**src/rtl/dq_pkg.sv**
```systemverilog
`timescale 1ns / 1ps
package dq_pkg;

    localparam int DEPTH  = 1024;
    localparam int IDX_W  = $clog2(DEPTH);
    localparam int CNT_W  = $clog2(DEPTH + 1);
    localparam int WORD_W = 32;
    localparam int OCC_W  = 11;

    typedef enum logic [1:0] {
        OP_PUSH_FRONT = 2'd0,
        OP_PUSH_REAR  = 2'd1,
        OP_POP_FRONT  = 2'd2,
        OP_POP_REAR   = 2'd3
    } op_t;

    typedef enum logic [1:0] {
        ST_DONE  = 2'd0,
        ST_EMPTY = 2'd1,
        ST_FULL  = 2'd2
    } status_t;

    typedef struct packed {
        logic              we;
        logic [IDX_W-1:0]  waddr;
        logic [WORD_W-1:0] wdata;
        logic              re;
        logic [IDX_W-1:0]  raddr;
    } ram_req_t;

    typedef struct packed {
        logic             pop_ok;
        status_t          status;
        logic [OCC_W-1:0] occupancy;
        logic             is_empty;
    } result_meta_t;

endpackage

```
**src/rtl/dq_ctrl.sv**
```systemverilog
`timescale 1ns / 1ps
module dq_ctrl (
    input  logic                         clk,
    input  logic                         rst_n,
    input  logic                         accept,
    input  dq_pkg::op_t                  opcode,
    input  logic [dq_pkg::WORD_W-1:0]    value,
    output dq_pkg::ram_req_t             ram_req,
    output dq_pkg::result_meta_t         meta
);
    import dq_pkg::*;

    logic [IDX_W-1:0] head_reg, head_next;
    logic [IDX_W-1:0] tail_reg, tail_next;
    logic [CNT_W-1:0] count_reg, count_next;
    result_meta_t     meta_reg, meta_next;
    logic             full;
    logic             empty;

    function automatic logic [IDX_W-1:0] idx_next(input logic [IDX_W-1:0] i);
        return (i == IDX_W'(DEPTH - 1)) ? '0 : i + IDX_W'(1);
    endfunction

    function automatic logic [IDX_W-1:0] idx_prev(input logic [IDX_W-1:0] i);
        return (i == '0) ? IDX_W'(DEPTH - 1) : i - IDX_W'(1);
    endfunction

    assign full  = (count_reg == CNT_W'(DEPTH));
    assign empty = (count_reg == '0);

    always_comb
    begin
        head_next        = head_reg;
        tail_next        = tail_reg;
        count_next       = count_reg;
        ram_req.we       = 1'b0;
        ram_req.waddr    = tail_reg;
        ram_req.wdata    = value;
        ram_req.re       = 1'b0;
        ram_req.raddr    = head_reg;
        meta_next.pop_ok = 1'b0;
        meta_next.status = ST_DONE;
        if (accept)
        begin
            unique case (opcode)
                OP_PUSH_FRONT:
                begin
                    if (full)
                    begin
                        meta_next.status = ST_FULL;
                    end
                    else
                    begin
                        head_next     = idx_prev(head_reg);
                        ram_req.we    = 1'b1;
                        ram_req.waddr = idx_prev(head_reg);
                        count_next    = count_reg + CNT_W'(1);
                    end
                end
                OP_PUSH_REAR:
                begin
                    if (full)
                    begin
                        meta_next.status = ST_FULL;
                    end
                    else
                    begin
                        tail_next     = idx_next(tail_reg);
                        ram_req.we    = 1'b1;
                        ram_req.waddr = tail_reg;
                        count_next    = count_reg + CNT_W'(1);
                    end
                end
                OP_POP_FRONT:
                begin
                    if (empty)
                    begin
                        meta_next.status = ST_EMPTY;
                    end
                    else
                    begin
                        head_next        = idx_next(head_reg);
                        ram_req.re       = 1'b1;
                        ram_req.raddr    = head_reg;
                        meta_next.pop_ok = 1'b1;
                        count_next       = count_reg - CNT_W'(1);
                    end
                end
                OP_POP_REAR:
                begin
                    if (empty)
                    begin
                        meta_next.status = ST_EMPTY;
                    end
                    else
                    begin
                        tail_next        = idx_prev(tail_reg);
                        ram_req.re       = 1'b1;
                        ram_req.raddr    = idx_prev(tail_reg);
                        meta_next.pop_ok = 1'b1;
                        count_next       = count_reg - CNT_W'(1);
                    end
                end
                default:
                begin
                    meta_next.status = ST_DONE;
                end
            endcase
        end
        meta_next.occupancy = OCC_W'(count_next);
        meta_next.is_empty  = (count_next == '0);
    end

    always_ff @(posedge clk or negedge rst_n)
    begin
        if (!rst_n)
        begin
            head_reg  <= '0;
            tail_reg  <= '0;
            count_reg <= '0;
        end
        else
        begin
            head_reg  <= head_next;
            tail_reg  <= tail_next;
            count_reg <= count_next;
        end
    end

    always_ff @(posedge clk)
    begin
        if (accept)
        begin
            meta_reg <= meta_next;
        end
    end

    assign meta = meta_reg;

endmodule

```
**config.mk**
```make
export PLATFORM = sky130hd
export DESIGN_NAME = dq_ctrl
export DESIGN_NICKNAME = d
export VERILOG_FILES = /design/src/rtl/dq_pkg.sv /design/src/rtl/dq_ctrl.sv
export SDC_FILE = /design/constraint.sdc
export NUM_CORES = 1
export LEC_CHECK = 0
export BUFFER_PORTS_ARGS = -buffer_cell sky130_fd_sc_hd__buf_4
export CAP_MARGIN = 15
export CORE_MARGIN = 5
export CORE_UTILIZATION = 31
export CTS_BUF_LIST = sky130_fd_sc_hd__clkbuf_4 sky130_fd_sc_hd__clkbuf_8 sky130_fd_sc_hd__clkbuf_16
export DETAILED_ROUTE_END_ITERATION = 7
export GPL_ROUTABILITY_DRIVEN = 0
export SETUP_SLACK_MARGIN = 0.1
export SYNTH_ARGS = -nofsm -noshare
export SYNTH_HDL_FRONTEND = slang
export SYNTH_SLANG_ARGS = --single-unit
```
**constraint.sdc**
```tcl
create_clock -name clk -period 5 [get_ports clk]
set_input_delay 0.75 -clock clk [delete_from_list [all_inputs] [get_ports clk]]
set_output_delay 0.75 -clock clk [all_outputs]
set_load 0.01 [all_outputs]
```
# Word level (Yosys, flattened, before mapping)
# Index checks and enable logic that the tools add are counted.
# word_totals
in_bits,37
output_inout_bits,69
elab_cells,60
register_bits,46
# op_classes
n_reduce_logical,11
muxes,26
n_eq_ne,10
add_sub_neg,6
# ops
cell,n
2-to-1 mux 11 bit,9
2-to-1 mux 10 bit,8
case mux 11 bit (2 select lines),3
case mux 10 bit (2 select lines),2
zero test 11 bit,2
adder 10 x 1 -> 10 bit (second input constant),2
equality test 10 bit (second input constant),2
zero test 10 bit,2
subtractor 10 x 1 -> 10 bit (second input constant),2
adder 11 x 1 -> 11 bit (second input constant),1
equality test 11 bit (second input constant),1
subtractor 11 x 1 -> 11 bit (second input constant),1
inequality test 2 bit (second input constant),4
AND reduction 4 bit,2
equality test 2 bit (second input constant),2
case mux 2 bit (2 select lines),1
nonzero test 2 bit,2
OR reduction 2 bit,2
equality test 2 x 1 -> 1 bit (second input constant),1
zero test 2 bit,1
2-to-1 mux 1 bit,2
2-to-1 mux 2 bit,1

# Depth between registers and ports, before layout
# depth
ltp_word,5
ltp_mapped,10
mapped_depth_nobuf,9

# Worst setup path after synthesis
# No wires, ideal clock.
# synth_timing
path_type,input -> output
start,in opcode[1]
end,out ram_req[51] (netlist bit)
setup_slack_ns,1.704
arrival_ns,2.546
path_buffers,2
path_stages,7
required_time_ns,4.250
path_cell_list,clkbuf_1 > xnor2_1 > o41ai_4 > nor3_1 > clkbuf_1 > nor2_1 > a21oi_1
# synth_rtl
item,line,source
start: declaration,dq_ctrl.sv:6,"input dq_pkg::op_t opcode,"
end: declaration,dq_ctrl.sv:8,"output dq_pkg::ram_req_t ram_req,"

==> metrics.md <==
| Metric | Value |
|---|---|
| CTS tree | `yes` |
| Resized cells post-CTS | `0` |
| Mapped Cells | `422` |
| Number of global-route vias before repair | `2948` |
| Max Root-Sink Buffers | `2` |
| Most frequent cell after synthesis | `nand2_1` |
| Max FFs per register | `15` |
| Slowest CP cell | `or4b_4` |
| Largest net degree at the start of global routing | `32` |
| Die height | `116 µm` |
| Antenna Nets Post-Route | `0` |
| 1st-iter DRT viols | `189` |
| GR Overflow Total | `0` |
| Final period util | `0.750` |
| Tot GR Track Use | `0.136` |
| Ys async rst share | `0.674` |
| CTS root buffer | `clkbuf_16` |
| Startpoint types | `register` |
| Mapped Area | `3510 µm²` |
| Sequential Power Share | `0.402` |
| Worst R2R Setup Slack | `1.91 ns` |
| Area of the core | `11000 µm²` |
| CP Buf/Inv Count | `2` |
| Switching portion of total power | `0.415` |
| Max_slew headroom | `0.352` |
| Area grow syn2layout | `8.10%` |
| Reg2reg path depth | `9` |
| Worst VDD drop | `0.262 mV` |
| Routed vias/inst | `5.62` |
| Core Rows | `38` |
| Synth area leader | `dfrtp_1` |
| Critical Path AT | `approximately 3.0 ns` |
| Reg-to-reg critical path startpoint | `count_reg[1]$_DFF_PN0_` |
| Number of fill cells | `roughly 1100` |
| Area contributors post-synth | `dfrtp_1 (22%), edfxtp_1 (13%), buf_4 (6.8%)` |
| Drt drc | `0` |
| Placed insts | `540` |
| Commonest cells in the netlist | `nand2_1 (44), o21ai_0 (37), buf_4 (32)` |
| Worst-Skew Late Latency | `0.29 ns` |
| Pleak | `0.00151 µW` |
| Die area | `13500 µm²` |
| Ordered list of cells on the worst path | `inv_1 > ha_1 > or4b_4 > or4_4 > nand3_1 > nor2_1 > mux2_2 > buf_4` |
| Vias post-DR | `about 3100` |
| Register area share after synthesis | `0.350` |
| CP Class | `register to primary output` |
| Clock transition at path regs | `0.07 ns` |
| Post-CTS Hold Buffers | `0` |
| IO Port Bufs | `roughly 40` |
| Clock share of power | `0.200` |
| Status | `completed` |
| Post-synth cell types | `67` |
| Setup Viol. Count Final | `0` |
| First-pass DRT Iterations | `4` |
| N_diodes | `0` |
| Initial antenna violation count | `0` |
| Tightest Pin Transition | `0.966 ns` |
| Max-cap violation count | `0` |
| Final wirelength | `9110 µm` |
| Postcts setup bufs | `0` |
| Max Slew Vio Count | `0` |
| Nets | `450` |
| Syn nets | `465` |
| Final Skew | `0.00853 ns` |
| DP HPWL | `6560 µm` |
| Logic pwr share | `0.398` |
| WP data required | `4.25 ns` |
| TritonCTS Buffers | `5` |
| First-pass GRT wire length | `approximately 15000 µm` |
| Crit path largest cell delay | `0.56 ns` |
| Cell family with most CP delay | `simple AND/OR/NAND/NOR gates` |
| Setup TNS | `0 ns` |
| Synth Flop Type | `dfrtp_1` |
| Worst Hold Class | `input pin to asynchronous set/reset pin` |
| DIE WIDTH | `116 µm` |
| Post-synth EDFFs | `15` |
| Setup WS pre-CTS | `1.56 ns` |
| Int Power | `1120 µW` |
| Power Total | `between 1500 and 2000 µW` |
| Yosys warnings | `0` |
| Worst hold slack | `just over 0.4 ns` |
| # IOs | `106` |
| Instance count on the critical path | `8` |
| Crit end category | `primary output` |
| Critical Path Sink | `ram_req[8]` |
| Final Critical Period | `3.75 ns` |
| Critical Path Start | `count_reg[1]$_DFF_PN0_` |
| Worst Path Max Fanout | `10` |
| Share of cells above drive strength 1 | `0.159` |
| Synthesized area per cell | `8.31 µm²` |
| Reg-to-reg critical path endpoint | `meta[0]$_DFFE_PP_` |
| Setup ws final | `1.25 ns` |
| F_max | `267 MHz` |
| Initial core utilization | `0.319` |
| Seq cells post-synth | `46` |
| CTS H-tree lvls | `2` |
| Routed WL per cell | `16.6 µm` |
| Synth top area share | `0.221` |
| Power per cell area | `around 510 nW/µm²` |
| Non-filler cells, final | `548` |
| Sink Count | `46` |
| Unrepaired setup endpoints after global routing | `no` |
| Psw | `around 800 µW` |
| Fin. Hold Viols | `0` |
worst register-to-register path: stages (launching register included):
cell and delay, ns:
dfrtp_1 0.44, inv_1 0.10, ha_1 0.19, nor4b_1 0.60, a41o_1 0.40, inv_2 0.11, a2111oi_0 0.39, a211oi_1 0.10
or4_1 0.45, nor4_2 0.14
area by class of cell:
type                       count  area, µm²  area share
multi-input combinational    295       1850       0.487
sequential                    46       1230       0.323
clock inverter                 2       37.5     0.00990
timing repair buffer          41        308      0.0812
inverter                      18       67.6      0.0178
tap                          140        175      0.0462
clock buffer                   6        133      0.0350
kinds of logic after synthesis:
family          after synthesis  share of synthesized area
buf+inv                      81                      0.126
mux                           2                    0.00606
simple gates                155                      0.234
flops                        46                      0.349
fa+ha+maj                     6                     0.0214
compound gates              112                      0.213
xor+xnor                     20                     0.0499
power by group through the flow:
stage	sequential, µW	clock (µW)	combinational (µW)
finish	770	383	763
global route	800	406	848
CTS	765	389	766
detailed placement	769	0	760
global placement	769	0	753
floorplan	619	0	648
routing by layer:
metal  vias to the layer above  GRT usage  part of all wire
met4                         0     0.0356             0.017
met3                        33     0.0316             0.074
met5                         -          0                 0
li1                       1469          -                 -
met1                      1457      0.186              0.46
met2                       120      0.216              0.45
layout by cell type (no fill, tap or decap), drive strengths merged, types with 4 or more instances in the layout:
cell type | Yosys | layout
a21oi | 18 | 18
edfxtp | 15 | 15
inv | 17 | 17
nor4 | 9 | 9
o21ai | 38 | 38
buf | 40 | 41
xor2 | 4 | 4
xnor2 | 16 | 16
nand3b | 6 | 6
a31oi | 12 | 12
nand2b | 5 | 5
a22o | 5 | 5
or3 | 7 | 7
nand4 | 4 | 4
nor3 | 8 | 8
o31ai | 4 | 4
nor2 | 31 | 31
dfrtp | 31 | 31
or4 | 8 | 8
and3 | 13 | 13
nand2 | 44 | 44
ha | 6 | 6
o22ai | 4 | 4
clkbuf | 23 | 6
nand3 | 9 | 9
metrics by stage:
| step | area [µm²] | utilization |
|---|---|---|
| 3_3_place_gp | 3620 | 0.330 |
| 5_1_grt | 3790 | 0.345 |
| 4_1_cts | 3790 | 0.345 |
| 3_5_place_dp | 3620 | 0.330 |
| 2_1_floorplan | 3510 | - |
| 6_report | 3790 | 0.345 |
worst min-delay path by stage:
stage,cells past startpoint,slack (ns),to,from
2_1_floorplan,0,0.45,count_reg[0]$_DFF_PN0_,rst_n
3_5_place_dp,2,0.62,tail_reg[9]$_DFFE_PN0P_,tail_reg[9]$_DFFE_PN0P_
3_3_place_gp,2,0.61,tail_reg[9]$_DFFE_PN0P_,tail_reg[9]$_DFFE_PN0P_
6_report,1,0.41,tail_reg[7]$_DFFE_PN0P_,rst_n
4_1_cts,1,0.43,count_reg[10]$_DFF_PN0_,rst_n
5_1_grt,1,0.45,count_reg[10]$_DFF_PN0_,rst_n
Power figures use the tool's default switching activity.
